==> src/hw/rtl/heading_hold_turn_sequencer_assert.svh <==
// ----------------------------------------------------------------------------
// heading_hold_turn_sequencer assertion macros
// Shorthand for clocked concurrent assertions with a synchronous active-low
// reset. The same-cycle form checks the consequent on the antecedent's edge;
// the next-cycle form checks it on the following clock edge.
// ----------------------------------------------------------------------------
`ifndef HEADING_HOLD_TURN_SEQUENCER_ASSERT_SVH
`define HEADING_HOLD_TURN_SEQUENCER_ASSERT_SVH

// Check cons on the same clock edge as ante.
`define HHTS_ASSERT_NOW(label, clk, rst_n, ante, cons, msg) \
    label: assert property (@(posedge clk) disable iff (!rst_n) (ante) |-> (cons)) \
        else $error(msg);

// Check cons on the clock edge after ante.
`define HHTS_ASSERT_NEXT(label, clk, rst_n, ante, cons, msg) \
    label: assert property (@(posedge clk) disable iff (!rst_n) (ante) |=> (cons)) \
        else $error(msg);

`endif

==> src/hw/rtl/hhts_pkg.sv <==
// ----------------------------------------------------------------------------
// hhts_pkg
// Types, widths and constants shared by the heading-hold turn sequencer.
// ----------------------------------------------------------------------------
package hhts_pkg;

    // field widths
    localparam int YAW_W    = 13;
    localparam int LIDAR_W  = 11;
    localparam int PULSE_W  = 8;
    localparam int SERVO_W  = 8;
    localparam int DRIVE_W  = 9;
    localparam int TURN_W   = 8;
    localparam int TARGET_W = 9;
    localparam int INTEG_W  = 24;
    localparam int TICK_W   = 32;
    localparam int DIFF_W   = 15;
    localparam int ERR_W    = 9;
    localparam int CORR_W   = 7;

    // configuration port
    localparam int APB_ADDR_W = 4;
    localparam int APB_DATA_W = 32;

    typedef enum logic [1:0] {
        REG_OBSTACLE = 2'd0,
        REG_STOP     = 2'd1,
        REG_CCW      = 2'd2,
        REG_LAP      = 2'd3
    } t_reg_idx;

    localparam logic [LIDAR_W-1:0] OBSTACLE_RST = 11'd60;
    localparam logic [7:0]         STOP_RST     = 8'd80;
    localparam logic               CCW_RST      = 1'b0;
    localparam logic [TURN_W-1:0]  LAP_RST      = 8'd12;

    // default distance scale
    localparam int TICKS_PER_UNIT_DEF = 45;
    localparam int TURN_GAP_UNITS     = 100;

    // servo and drive levels
    localparam logic [SERVO_W-1:0] SERVO_STRAIGHT = 8'd90;
    localparam logic [SERVO_W-1:0] SERVO_CW       = 8'd132;
    localparam logic [SERVO_W-1:0] SERVO_CCW      = 8'd48;
    localparam logic [DRIVE_W-1:0] DRIVE_CRUISE   = 9'd275;
    localparam logic [DRIVE_W-1:0] DRIVE_TURN     = 9'd225;
    localparam logic [DRIVE_W-1:0] DRIVE_STOP     = 9'd0;

    // heading constants, sixteenths of a degree where noted
    localparam logic signed [DIFF_W-1:0] TURN_TOL16 = 15'sd96;
    localparam logic signed [DIFF_W-1:0] QUARTER16  = 15'sd1440;
    localparam logic signed [10:0]       FULL_DEG   = 11'sd360;
    localparam logic signed [10:0]       HALF_DEG   = 11'sd180;

    // PI gains, Q16
    localparam logic [17:0] KP_POS_Q16 = 18'd150733;
    localparam logic [17:0] KP_NEG_Q16 = 18'd144179;
    localparam logic [7:0]  KI_Q16     = 8'd66;
    localparam logic signed [CORR_W-1:0] CORR_MAX = 7'sd45;
    localparam logic signed [32:0] CORR_LIM_Q16 = 33'sd3014656; // 46 << 16

    typedef struct packed {
        logic [YAW_W-1:0]   yaw_heading;
        logic [LIDAR_W-1:0] lidar_range;
        logic [PULSE_W-1:0] wheel_pulses;
    } t_in_item;

    typedef struct packed {
        logic [SERVO_W-1:0] servo_angle;
        logic [DRIVE_W-1:0] motor_level;
        logic               halted;
        logic               in_turn;
        logic [TURN_W-1:0]  turns_done;
    } t_out_item;

    typedef struct packed {
        logic [LIDAR_W-1:0] obstacle_threshold;
        logic [7:0]         stop_distance;
        logic               turn_ccw;
        logic [TURN_W-1:0]  lap_turns;
    } t_cfg;

endpackage

==> src/hw/rtl/hhts_apb_regs.sv <==
// ----------------------------------------------------------------------------
// hhts_apb_regs
// Configuration register file behind a simple APB-style port.
// ----------------------------------------------------------------------------
module hhts_apb_regs
    import hhts_pkg::*;
(
    input  logic                  i_clk,
    input  logic                  i_rst_n,
    input  logic                  psel,
    input  logic                  penable,
    input  logic                  pwrite,
    input  logic [APB_ADDR_W-1:0] paddr,
    input  logic [APB_DATA_W-1:0] pwdata,
    output logic [APB_DATA_W-1:0] prdata,
    output logic                  pready,
    output t_cfg                  o_cfg
);

    t_cfg     r_cfg;
    t_reg_idx reg_idx;
    logic     wr_en;

    assign pready  = 1'b1;
    assign reg_idx = t_reg_idx'(paddr[3:2]);
    assign wr_en   = psel && penable && pwrite;

    always_ff @(posedge i_clk) begin
        if (!i_rst_n) begin
            r_cfg.obstacle_threshold <= OBSTACLE_RST;
            r_cfg.stop_distance      <= STOP_RST;
            r_cfg.turn_ccw           <= CCW_RST;
            r_cfg.lap_turns          <= LAP_RST;
        end else if (wr_en) begin
            unique case (reg_idx)
                REG_OBSTACLE: r_cfg.obstacle_threshold <= pwdata[LIDAR_W-1:0];
                REG_STOP:     r_cfg.stop_distance      <= pwdata[7:0];
                REG_CCW:      r_cfg.turn_ccw           <= pwdata[0];
                REG_LAP:      r_cfg.lap_turns          <= pwdata[TURN_W-1:0];
                default:      ;
            endcase
        end
    end

    always_comb begin
        prdata = '0;
        unique case (reg_idx)
            REG_OBSTACLE: prdata = APB_DATA_W'(r_cfg.obstacle_threshold);
            REG_STOP:     prdata = APB_DATA_W'(r_cfg.stop_distance);
            REG_CCW:      prdata = APB_DATA_W'(r_cfg.turn_ccw);
            REG_LAP:      prdata = APB_DATA_W'(r_cfg.lap_turns);
            default:      prdata = '0;
        endcase
    end

    assign o_cfg = r_cfg;

endmodule

==> src/hw/rtl/hhts_target.sv <==
// ----------------------------------------------------------------------------
// hhts_target
// New target heading for a 90 degree turn, wrapped, and snapped to a quadrant when within 15 degrees of it.
// ----------------------------------------------------------------------------
module hhts_target
    import hhts_pkg::*;
(
    input  logic [YAW_W-1:0]    i_yaw,
    input  logic                i_ccw,
    output logic [TARGET_W-1:0] o_target
);

    logic signed [DIFF_W-1:0] raw;
    logic        [DIFF_W-1:0] mag;
    logic        [9:0]        quo;
    logic signed [10:0]       deg;
    logic signed [10:0]       wrapped;

    always_comb begin
        // turned heading in sixteenths, then whole degrees toward zero
        raw = i_ccw ? $signed({2'b00, i_yaw}) - QUARTER16
                    : $signed({2'b00, i_yaw}) + QUARTER16;
        mag = raw[DIFF_W-1] ? DIFF_W'(-raw) : DIFF_W'(raw);
        quo = mag[13:4];
        deg = raw[DIFF_W-1] ? -$signed({1'b0, quo}) : $signed({1'b0, quo});

        wrapped = deg;
        if (deg > FULL_DEG) begin
            wrapped = deg - FULL_DEG;
        end else if (deg < 11'sd0) begin
            wrapped = deg + FULL_DEG;
        end

        // snap to a quadrant when within 15 degrees of it
        if (wrapped > 11'sd75 && wrapped < 11'sd105) begin
            o_target = 9'd90;
        end else if (wrapped > 11'sd165 && wrapped < 11'sd195) begin
            o_target = 9'd180;
        end else if (wrapped > 11'sd255 && wrapped < 11'sd285) begin
            o_target = 9'd270;
        end else if (wrapped > 11'sd345 || wrapped < 11'sd15) begin
            o_target = 9'd0;
        end else begin
            o_target = wrapped[TARGET_W-1:0];
        end
    end

endmodule

==> src/hw/rtl/hhts_steer.sv <==
// ----------------------------------------------------------------------------
// hhts_steer
// PI heading hold: rounded error, saturating integral, clamped servo angle.
// ----------------------------------------------------------------------------
module hhts_steer
    import hhts_pkg::*;
(
    input  logic signed [DIFF_W-1:0]  i_diff,
    input  logic signed [INTEG_W-1:0] i_integ,
    output logic signed [INTEG_W-1:0] o_integ,
    output logic        [SERVO_W-1:0] o_servo
);

    logic        [DIFF_W-1:0]  mag;
    logic        [9:0]         quo;
    logic signed [10:0]        err_r;
    logic signed [10:0]        err_w;
    logic signed [ERR_W-1:0]   err;
    logic signed [INTEG_W:0]   integ_sum;
    logic signed [INTEG_W-1:0] integ;
    logic        [17:0]        kp;
    logic signed [27:0]        p_term;
    logic signed [31:0]        i_term;
    logic signed [32:0]        corr_q16;
    logic        [32:0]        corr_mag;
    logic signed [CORR_W-1:0]  corr;
    logic signed [8:0]         servo_s;

    always_comb begin
        // error in whole degrees, halves away from zero
        mag   = i_diff[DIFF_W-1] ? DIFF_W'(-i_diff) : DIFF_W'(i_diff);
        quo   = 10'((mag + DIFF_W'(8)) >> 4);
        err_r = i_diff[DIFF_W-1] ? -$signed({1'b0, quo}) : $signed({1'b0, quo});
        err_w = err_r;
        if (err_r > HALF_DEG) begin
            err_w = err_r - FULL_DEG;
        end else if (err_r < -HALF_DEG) begin
            err_w = err_r + FULL_DEG;
        end
        err = err_w[ERR_W-1:0];

        // saturating integral
        integ_sum = $signed({i_integ[INTEG_W-1], i_integ}) + (INTEG_W+1)'(err);
        if (integ_sum[INTEG_W] != integ_sum[INTEG_W-1]) begin
            integ = integ_sum[INTEG_W] ? {1'b1, {(INTEG_W-1){1'b0}}}
                                       : {1'b0, {(INTEG_W-1){1'b1}}};
        end else begin
            integ = integ_sum[INTEG_W-1:0];
        end

        kp       = (err > 9'sd0) ? KP_POS_Q16 : KP_NEG_Q16;
        p_term   = err * $signed({1'b0, kp});
        i_term   = integ * $signed(KI_Q16);
        corr_q16 = 33'(p_term) - 33'(i_term);

        // truncate toward zero, clamp
        corr_mag = corr_q16[32] ? 33'(-corr_q16) : 33'(corr_q16);
        if (err == 9'sd0) begin
            corr = '0;
        end else if (corr_q16 >= CORR_LIM_Q16) begin
            corr = CORR_MAX;
        end else if (corr_q16 <= -CORR_LIM_Q16) begin
            corr = -CORR_MAX;
        end else if (corr_q16[32]) begin
            corr = -$signed({1'b0, corr_mag[21:16]});
        end else begin
            corr = $signed({1'b0, corr_mag[21:16]});
        end

        servo_s = $signed({1'b0, SERVO_STRAIGHT}) + 9'(corr);
        o_servo = servo_s[SERVO_W-1:0];
        o_integ = integ;
    end

endmodule

==> src/hw/rtl/heading_hold_turn_sequencer.sv <==
// ----------------------------------------------------------------------------
// heading_hold_turn_sequencer: result valid once the accepted item has passed
// the input register, then the state register that doubles as the result.
// Throughput one item per cycle; a stalled result holds the input register.
// Reset (sync, active low) restores control and state registers to defaults; the input payload is not reset.
// ----------------------------------------------------------------------------
module heading_hold_turn_sequencer
    import hhts_pkg::*;
#(
    parameter int TICKS_PER_UNIT = TICKS_PER_UNIT_DEF
) (
    input  logic                  i_clk,
    input  logic                  i_rst_n,
    // input items
    input  logic                  i_in_valid,
    output logic                  o_in_ready,
    input  t_in_item              i_in_item,
    // result items
    output logic                  o_out_valid,
    input  logic                  i_out_ready,
    output t_out_item             o_out_item,
    // configuration
    input  logic                  psel,
    input  logic                  penable,
    input  logic                  pwrite,
    input  logic [APB_ADDR_W-1:0] paddr,
    input  logic [APB_DATA_W-1:0] pwdata,
    output logic [APB_DATA_W-1:0] prdata,
    output logic                  pready
);

    // Distance in units is ticks / TICKS_PER_UNIT, rounded down. Compare
    // tick counts against scaled thresholds instead of dividing.
    localparam int TPU_W  = $clog2(TICKS_PER_UNIT + 1);
    localparam int STOP_W = 8 + TPU_W;
    localparam logic [TICK_W-1:0] LEAVE_TICKS =
        TICK_W'((TURN_GAP_UNITS + 1) * TICKS_PER_UNIT);

    t_cfg cfg;

    // input stage
    logic     r_in_valid;
    t_in_item r_in;
    logic     r_out_valid;
    logic     advance;

    // block state; the state also serves as the result register
    logic                      r_turn_active, n_turn_active;
    logic [TURN_W-1:0]         r_turns,       n_turns;
    logic [TARGET_W-1:0]       r_target,      n_target;
    logic signed [INTEG_W-1:0] r_integ,       n_integ;
    logic [TICK_W-1:0]         r_tick,        n_tick;
    logic [SERVO_W-1:0]        r_servo,       n_servo;
    logic [DRIVE_W-1:0]        r_drive,       n_drive;
    logic                      r_stopped,     n_stopped;
    logic [STOP_W-1:0]         stop_ticks;

    logic [TICK_W:0]           tick_sum;
    logic [TICK_W-1:0]         tick_acc;
    logic signed [DIFF_W-1:0]  diff;
    logic                      turn_end;
    logic [TARGET_W-1:0]       turn_target;
    logic signed [INTEG_W-1:0] steer_integ;
    logic [SERVO_W-1:0]        steer_servo;

    hhts_apb_regs u_regs (
        .i_clk   (i_clk),
        .i_rst_n (i_rst_n),
        .psel    (psel),
        .penable (penable),
        .pwrite  (pwrite),
        .paddr   (paddr),
        .pwdata  (pwdata),
        .prdata  (prdata),
        .pready  (pready),
        .o_cfg   (cfg)
    );

    hhts_target u_target (
        .i_yaw    (r_in.yaw_heading),
        .i_ccw    (cfg.turn_ccw),
        .o_target (turn_target)
    );

    hhts_steer u_steer (
        .i_diff  (diff),
        .i_integ (r_integ),
        .o_integ (steer_integ),
        .o_servo (steer_servo)
    );

    // Advance the held item whenever the result slot is free or being drained;
    // the input register takes a new item in that same cycle.
    assign advance    = r_in_valid && (!r_out_valid || i_out_ready);
    assign o_in_ready = !r_in_valid || advance;

    always_ff @(posedge i_clk) begin
        if (!i_rst_n) begin
            r_in_valid  <= 1'b0;
            r_out_valid <= 1'b0;
        end else begin
            if (o_in_ready) begin
                r_in_valid <= i_in_valid;
            end
            if (advance) begin
                r_out_valid <= 1'b1;
            end else if (i_out_ready) begin
                r_out_valid <= 1'b0;
            end
        end
    end

    // payload only, no reset
    always_ff @(posedge i_clk) begin
        if (o_in_ready && i_in_valid) begin
            r_in <= i_in_item;
        end
    end

    // Travelled ticks, saturating at the counter's top.
    assign tick_sum = {1'b0, r_tick} + (TICK_W+1)'(r_in.wheel_pulses);
    assign tick_acc = tick_sum[TICK_W] ? '1 : tick_sum[TICK_W-1:0];

    // Stop threshold in ticks, straight from the current setting.
    assign stop_ticks = STOP_W'(cfg.stop_distance) * STOP_W'(TICKS_PER_UNIT);

    // Heading error in sixteenths, no wrap; the turn ends inside +/-6 degrees.
    assign diff     = $signed({2'b00, r_target, 4'b0000}) - $signed({2'b00, r_in.yaw_heading});
    assign turn_end = r_turn_active && (diff <= TURN_TOL16) && (diff >= -TURN_TOL16);

    always_comb begin
        n_turn_active = r_turn_active;
        n_turns       = r_turns;
        n_target      = r_target;
        n_integ       = r_integ;
        n_tick        = r_tick;
        n_servo       = r_servo;
        n_drive       = r_drive;
        n_stopped     = r_stopped;

        // once halted, hold every field and ignore the item
        if (advance && !r_stopped) begin
            n_tick = tick_acc;

            // end of turn
            if (turn_end) begin
                n_servo       = SERVO_STRAIGHT;
                n_drive       = DRIVE_CRUISE;
                n_turn_active = 1'b0;
                n_tick        = '0;
                if (r_turns != '1) begin
                    n_turns = r_turns + TURN_W'(1);
                end
            end

            // obstacle: start a quarter turn, first one needs no run-up
            if (r_in.lidar_range < cfg.obstacle_threshold && !n_turn_active &&
                (n_turns == '0 || n_tick >= LEAVE_TICKS)) begin
                n_servo       = cfg.turn_ccw ? SERVO_CCW : SERVO_CW;
                n_drive       = DRIVE_TURN;
                n_target      = turn_target;
                n_turn_active = 1'b1;
            end

            // halt after the last lap and the stop distance, else steer
            if (n_turns == cfg.lap_turns && n_tick >= TICK_W'(stop_ticks)) begin
                n_servo   = SERVO_STRAIGHT;
                n_drive   = DRIVE_STOP;
                n_stopped = 1'b1;
            end else if (!n_turn_active) begin
                n_servo = steer_servo;
                n_integ = steer_integ;
            end
        end
    end

    always_ff @(posedge i_clk) begin
        if (!i_rst_n) begin
            r_turn_active <= 1'b0;
            r_turns       <= '0;
            r_target      <= '0;
            r_integ       <= '0;
            r_tick        <= '0;
            r_servo       <= SERVO_STRAIGHT;
            r_drive       <= DRIVE_CRUISE;
            r_stopped     <= 1'b0;
        end else begin
            r_turn_active <= n_turn_active;
            r_turns       <= n_turns;
            r_target      <= n_target;
            r_integ       <= n_integ;
            r_tick        <= n_tick;
            r_servo       <= n_servo;
            r_drive       <= n_drive;
            r_stopped     <= n_stopped;
        end
    end

    // The state after the last advanced item is the result.
    assign o_out_valid = r_out_valid;

    always_comb begin
        o_out_item.servo_angle = r_servo;
        o_out_item.motor_level = r_drive;
        o_out_item.halted      = r_stopped;
        o_out_item.in_turn     = r_turn_active;
        o_out_item.turns_done  = r_turns;
    end

`include "heading_hold_turn_sequencer_assert.svh"

    // halt is permanent
    `HHTS_ASSERT_NEXT(a_halt_sticks, i_clk, i_rst_n, r_stopped, r_stopped, "halt released")
    // drive is zero exactly when halted
    `HHTS_ASSERT_NOW(a_stop_drive, i_clk, i_rst_n, 1'b1, ((r_drive == DRIVE_STOP) == r_stopped), "drive and halt disagree")
    // an active turn drives at turning level unless halted
    `HHTS_ASSERT_NOW(a_turn_drive, i_clk, i_rst_n, (r_turn_active && !r_stopped), (r_drive == DRIVE_TURN), "turn without turn drive")
    // state moves only when an item advances
    `HHTS_ASSERT_NEXT(a_state_hold, i_clk, i_rst_n, !advance, ($stable(r_turns) && $stable(r_tick) && $stable(r_integ)), "state changed without item")

endmodule
==> config.mk <==
export PLATFORM = sky130hd
export DESIGN_NAME = heading_hold_turn_sequencer
export DESIGN_NICKNAME = d
export VERILOG_FILES = /design/src/hw/rtl/hhts_pkg.sv /design/src/hw/rtl/hhts_apb_regs.sv /design/src/hw/rtl/hhts_target.sv /design/src/hw/rtl/hhts_steer.sv /design/src/hw/rtl/heading_hold_turn_sequencer.sv
export VERILOG_INCLUDE_DIRS = /design/src /design/src/hw/rtl
export SDC_FILE = /design/constraint.sdc
export NUM_CORES = 1
export LEC_CHECK = 0
export BUFFER_PORTS_ARGS = -buffer_cell sky130_fd_sc_hd__clkbuf_2
export CAP_MARGIN = 20
export CORE_MARGIN = 8
export CORE_UTILIZATION = 35
export DETAILED_ROUTE_END_ITERATION = 8
export PLACE_DENSITY = 0.61
export SLEW_MARGIN = 20
export SYNTH_ARGS = -nofsm -noshare
export SYNTH_HDL_FRONTEND = slang
export SYNTH_SLANG_ARGS = --single-unit
export TNS_END_PERCENT = 1
==> constraint.sdc <==
create_clock -name i_clk -period 20 [get_ports i_clk]
set_clock_uncertainty 0.1 [all_clocks]
set_input_delay 2 -clock i_clk [delete_from_list [all_inputs] [get_ports i_clk]]
set_output_delay 2 -clock i_clk [all_outputs]
set_load 0.05 [all_outputs]
Yosys cells after proc, flatten, opt, wreduce, memory -nomap -nowiden

Index checks and enable logic that the tools add are counted.

Bits of input ports: 75
Register bits after elaboration: 154
Word-level logic and storage cells: 145

Multiply operators: 3
Reduce and logical (&&, ||, !) cells: 35
$add $sub $neg: 19
Eq/ne operators: 7
Magnitude comparators: 20
Multiplexer cells: 42
Bitwise logic cells: 2

Operators by type and width:

| kind                                                                               | count |
|---|---|
| 32-bit case mux with 4 select lines                                                | 1 |
| 32-bit 2-to-1 mux                                                                  | 3 |
| 9-bit 2-to-1 mux                                                                   | 9 |
| 8-bit 2-to-1 mux                                                                   | 8 |
| 24-bit 2-to-1 mux                                                                  | 2 |
| 11-bit 2-to-1 mux                                                                  | 4 |
| 32-bit by 8-bit adder with 33-bit output                                           | 1 |
| 33-bit by 23-bit >= comparator with 1-bit output, second input constant            | 1 |
| 11-bit by 9-bit greater-than comparator with 1-bit output, second input constant   | 3 |
| 33-bit by 23-bit less-or-equal comparator with 1-bit output, second input constant | 1 |
| 28-bit by 32-bit subtractor with 33-bit output                                     | 1 |
| 32-bit by 13-bit >= comparator with 1-bit output, second input constant            | 1 |
| 32-bit by 14-bit >= comparator with 1-bit output                                   | 1 |
| 24-bit by 7-bit multiplier with 31-bit output, second input constant               | 1 |
| 15-bit 2-to-1 mux                                                                  | 2 |
| 9-bit by 19-bit multiplier with 28-bit output                                      | 1 |
| 14-bit 2-to-1 mux                                                                  | 2 |
| 7-bit 2-to-1 mux                                                                   | 4 |
| 14-bit negation                                                                    | 2 |
| 24-bit by 9-bit adder with 25-bit output                                           | 1 |
| 11-bit by 10-bit greater-than comparator with 1-bit output, second input constant  | 2 |
| 11-bit by 9-bit < comparator with 1-bit output, second input constant              | 2 |
| 22-bit 2-to-1 mux                                                                  | 1 |
| 10-bit negation with 11-bit output                                                 | 2 |
| 40 further kinds                                                                   | 72 |

Longest topological paths before layout

Depth after elaboration: 24
Depth in mapped cells: 100

By module

Synthesis repeated with hierarchy kept, for this count alone.

Cell total of the unflattened synthesis: 2671
Area total of the unflattened synthesis: 21978.6 um^2

Modules (own cells, without submodules):

| module                      | sequential area each (um^2) | cells each | area each (um^2) | times used |
|---|---|---|---|---|
| hhts_steer                  | 0.0                         | 1235       | 9954.5           | 1 |
| heading_hold_turn_sequencer | 2722.6                      | 1004       | 8524.4           | 1 |
| hhts_target                 | 0.0                         | 264        | 2010.7           | 1 |
| hhts_apb_regs               | 560.5                       | 168        | 1488.9           | 1 |

Least setup slack after synthesis

Ideal clock, no wire load.

Path type: flip-flop to flip-flop
Start point: reg r_in[27] (netlist name)
End point: reg r_servo[5]
Arrival time: 19.455 ns
Stages on the path, launching flop included: 95
Path slack: 0.358 ns
Library setup time: 0.087 ns
Cells stage by stage: edfxtp_1 > inv_1 > ha_1 > clkbuf_1 > nand2_1 > o21ai_0 > a21oi_2 > o21ai_1 > buf_4 > clkbuf_1 > nor2_1 > o311ai_0 > o221ai_1 > xor2_1 > ha_1 > clkbuf_1 > inv_1 > ha_1 > (+59 left out) > o21ai_0 > a21oi_1 > o221ai_1 > or2_2 > a31oi_1 > xor2_1 > nor2_1 > xor2_1 > ha_1 > xor2_1 > o21ai_0 > a22oi_1 > a21oi_1 > ha_1 > inv_1 > and3_1 > a211o_1 > o31ai_1

Longest elaborated chain between the ends: 24

Ends and longest elaborated chain:

| what                                                                          | line                               | text |
|---|---|---|
| start: declaration                                                            | heading_hold_turn_sequencer.sv:43  | `t_in_item r_in;` |
| start signal: assignment                                                      | heading_hold_turn_sequencer.sv:116 | `r_in <= i_in_item;` |
| 13-bit by 13-bit subtractor with 14-bit output *                              | heading_hold_turn_sequencer.sv:128 | `assign diff = $signed({2'b00, r_target, 4'b0000}) - $signed({2'b00, r_in.yaw_heading});` |
| 14-bit negation                                                               | hhts_steer.sv:31                   | `mag = i_diff[DIFF_W-1] ? DIFF_W'(-i_diff) : DIFF_W'(i_diff);` |
| 14-bit 2-to-1 mux                                                             | hhts_steer.sv:31                   |  |
| 14-bit by 4-bit adder with 14-bit output                                      | hhts_steer.sv:32                   | `quo = 10'((mag + DIFF_W'(8)) >> 4);` |
| 10-bit negation with 11-bit output                                            | hhts_steer.sv:33                   | `err_r = i_diff[DIFF_W-1] ? -$signed({1'b0, quo}) : $signed({1'b0, quo});` |
| 11-bit 2-to-1 mux *                                                           | hhts_steer.sv:33                   |  |
| 9-bit adder or 11-bit by 9-bit < comparator with 1-bit output (tied branches) | hhts_steer.sv:38, hhts_steer.sv:37 |  |
| 9-bit 2-to-1 mux                                                              | hhts_steer.sv:37                   | `end else if (err_r < -HALF_DEG) begin` |
| (+4 left out)                                                                 | -                                  |  |
| named net steer_integ[1]                                                      | heading_hold_turn_sequencer.sv:63  | `logic signed [INTEG_W-1:0] steer_integ;` |
| (+4 left out)                                                                 | -                                  |  |
| 6-bit negation with 7-bit output                                              | hhts_steer.sv:65                   | `corr = -$signed({1'b0, corr_mag[21:16]});` |
| 7-bit 2-to-1 mux                                                              | hhts_steer.sv:64                   | `end else if (corr_q16[32]) begin` |
| 7-bit 2-to-1 mux                                                              | hhts_steer.sv:62                   | `end else if (corr_q16 <= -CORR_LIM_Q16) begin` |
| 7-bit 2-to-1 mux *                                                            | hhts_steer.sv:60                   | `end else if (corr_q16 >= CORR_LIM_Q16) begin` |
| 7-bit 2-to-1 mux *                                                            | hhts_steer.sv:58                   | `if (err == 9'sd0) begin` |
| 8-bit by 7-bit adder with 8-bit output *                                      | hhts_steer.sv:70                   | `servo_s = $signed({1'b0, SERVO_STRAIGHT}) + 9'(corr);` |
| 8-bit 2-to-1 mux *                                                            | heading_hold_turn_sequencer.sv:170 | `end else if (!n_turn_active) begin` |
| 8-bit 2-to-1 mux *                                                            | heading_hold_turn_sequencer.sv:166 | `if (n_turns == cfg.lap_turns && n_tick >= TICK_W'(stop_ticks)) begin` |
| end signal: assignment                                                        | heading_hold_turn_sequencer.sv:193 | `r_servo <= n_servo;` |
| end: declaration                                                              | heading_hold_turn_sequencer.sv:53  | `logic [SERVO_W-1:0] r_servo, n_servo;` |

Mark *: on every way through the listed nets, which the timed path passes. The rest lies on a longest branch. The select of a mux whose other input is x is not followed.
A chain may end at the register's enable or synchronous reset.

Final worst setup path

Start point: reg r_in[25] (netlist name)
End point: reg r_servo[5]

Same word-level chain as after synthesis.

==> results.tsv <==
stage	metric	value	unit
outcome	status	finished, final reports clean	
sta	clock.fmax	0.0529	GHz
place	port_buffers	89	
global_routing	grtUsageTotal	15.9	%
clocking	clock_latency	450	ps
global_routing	overflow	0	
clocking	ctsHoldBuffers	0	
logic_synthesis	yosysTopAreaCell	ha_1	
drt	dr.pass1.iters	5	
global_routing	grt_pass1_wl	86200	um
critical_path	worst_path_largest_cell_delay	540	ps
sta	tightest_slew	954	ps
cells_and_area	nNetsFinal	2952	
floorplan	die_area	0.0650	mm^2
cells_and_area	final_util	39.2	%
clocking	htreeDepth	4	
place	dp_hpwl	41800	um
logic_synthesis	synth_async_sr_flop_share	0	%
drt	drc	0	
drt	finalWirelength	52200	um
cells_and_area	fill_cells	5813	
cells_and_area	stdcell_count	3277	
logic_synthesis	syn_inst	2432	
clocking	clockBufferDepth	2	
logic_synthesis	synth_top_area_share	16.2	%
critical_path	endpoint_kind	register	
critical_path	crit_required	20260	ps
cells_and_area	num_antenna_cells	0	
min_path	hold_class	reg -> reg	
drt	post_drt_wl_per_cell	15.9	um
drt	num_vias	17516	
drt	postRouteAntennaNets	0	
logic_synthesis	synth_area_per_cell	8.21	um^2
sta	finalHoldViolCount	0	
logic_synthesis	syn_area	0.0200	mm^2
global_routing	grt_max_degree	46	
logic_synthesis	synth_edf_count	32	
critical_path	path_max_fanout	23	
global_routing	grt_pass1_vias	17556	
clocking	clock_sinks	148	
cells_and_area	drive_gt1_share	10.9	%
cells_and_area	area_growth	10.8	%
drt	via_per_inst	5.35	
cells_and_area	regArea	0.00328	mm^2
sta	final.min_clock_period	18900	ps
logic_synthesis	ys_warn_count	0	
sta	setup_viol	0	
clocking	cts.reportedPaths.clkPinSlew	60	ps
logic_synthesis	netlist-cell-type-count	108	
floorplan	rows	87	
place	dp.cells	3234	
sta	finalCritPeriodShare	94.5	%
sta	holdWs	356	ps
sta	slew_violations	0	
floorplan	core	0.0564	mm^2
critical_path	cp_slowest_cell	fa_1	
sta	slew-limit-headroom	34.7	%
logic_synthesis	ys.flop_type	dfxtp_1	
clocking	numCtsBuffers	17	
critical_path	cpMostUsedCell	ha_1	
clocking	cts_tree	built	
floorplan	initial_core_util	35.4	%
logic_synthesis	synth_area_leaders	ha_1 16%, dfxtp_1 12%, fa_1 11%, xnor2_1 5.0%, edfxtp_1 4.8%	
place	routabilityCongestion	0.886	
flow_run	drv_cap	0	
floorplan	die-width	255	um
critical_path	setup.worst_path.start_class	register	
clocking	cts_root_buf	clkbuf_16	
global_routing	antenna_found_initial	1	
critical_path	cp.arrival	19160	ps
logic_synthesis	synth-seq-cells	148	
critical_path	worstSetupPathType	reg -> reg	
floorplan	die_y	255	um
floorplan	io_pins	137	
cells_and_area	multi_input_area	0.0156	mm^2
drt	drtIter0Drc	922	
logic_synthesis	yosysSeqAreaShare	16.4	%
[final timing paths]
path	start	endpoint	slack [ps]	cells after the start
setup / recovery	r_in[25]	r_servo[5]	1100	90
hold / removal	u_regs.o_cfg[26]	u_regs.o_cfg[26]	360	2
setup reg to reg	r_in[25]	r_servo[5]	1100	90
hold reg to reg	u_regs.o_cfg[26]	u_regs.o_cfg[26]	360	2
[kinds of logic (layout without fill, tap and decap cells)]
logic type | after synthesis | after routing | share of synthesized area [%]
adders and majority gates | 369 | 369 | 27.3
AOI/OAI and AO/OA | 633 | 633 | 21.2
and+or+nand+nor | 705 | 705 | 17.2
other | 2 | 32 | 0.0376
buffers and inverters | 345 | 404 | 7.15
DFF | 148 | 148 | 16.4
xor gates and xnor gates | 170 | 170 | 7.53
muxes | 60 | 60 | 3.08
[Yosys cell counts (all sizes together) (55+ instances only)]
cell      n
a21o     60
a21oi   185
clkbuf   73
dfxtp   116
fa      111
ha      258
inv     226
mux2i    57
nand2   180
nand3    58
nor2    194
nor3     72
o21ai   118
xnor2   115
xor2     55
[routing by layer]
metal | track usage [%] | vias to the layer above | part of all wire (%)
li1 | - | 8748 | -
met4 | 4.11 | 0 | 1.6
met1 | 20.4 | 8352 | 46
met2 | 27.5 | 362 | 48
met5 | 0 | - | 0
met3 | 2.63 | 54 | 4.5
[stage by stage]
step	setup slack [ps]	area, um^2	TNS [ps]
detailed placement	-119	21200	-228
floorplan	358	20100	0
global route	-32.1	22100	-32.1
finish	1100	22100	0
CTS	76.9	21800	0
global placement	99.4	21200	0
[repair_timing]
action / CTS / global route
endpoints found under the setup margin: 6 / 8
pin swaps: 0 / 6
buffers inserted: 0 / 11
resized for setup: 5 / 51
[state kept, by name, summed over array words and instances (netlist names)]
name	cells
r_in	32
r_tick	32
u_regs.o_cfg	28
r_integ	24
r_target	9
r_servo	8
r_turns	8
r_drive	3
o_out_valid	1
r_in_valid	1
r_stopped	1
r_turn_active	1
[cells in the final DEF (no fill, tap or decap), drive strengths merged, types with 7 or more instances in the layout]
cell	netlist	final
a211oi	31	31
a21o	60	60
a21oi	185	185
a31o	10	10
a31oi	26	26
a41oi	9	9
and2	23	23
and3	23	23
and4	9	9
buf	45	56
clkbuf	73	112
conb	2	32
dfxtp	116	116
edfxtp	32	32
fa	111	111
ha	258	258
inv	226	229
mux2i	57	57
nand2	180	180
nand2b	26	26
nand3	58	58
nand4	19	19
nor2	194	194
nor2b	20	20
nor3	72	72
nor4	13	13
o211ai	20	20
o21a	22	22
o21ai	118	118
o21bai	21	21
o22ai	12	12
o311ai	7	7
o31a	8	8
o31ai	18	18
or2	20	20
or3	18	18
xnor2	115	115
xor2	55	55
[worst max-delay path, delay by kind of cell, from the launching register on]
kind	cells	cell delay, ps
AOI/OAI and AO/OA	39	7740
xor gates and xnor gates	9	1450
adders and majority gates	17	5410
buffers and inverters	13	1650
DFF	1	430
and+or+nand+nor	12	1990
[final cells by class]
| type | instances | area share (%) |
|---|---|---|
| tap | 756 | 4.28 |
| clock inverter | 9 | 0.300 |
| sequential | 148 | 14.8 |
| multi-input combinational | 1969 | 70.5 |
| timing repair buffer | 145 | 3.96 |
| inverter | 227 | 3.87 |
| clock buffer | 23 | 2.26 |
Power is left out: the tool's default activity adds up to more than one toggle a clock period on the data nets, which glitch-free logic cannot reach.
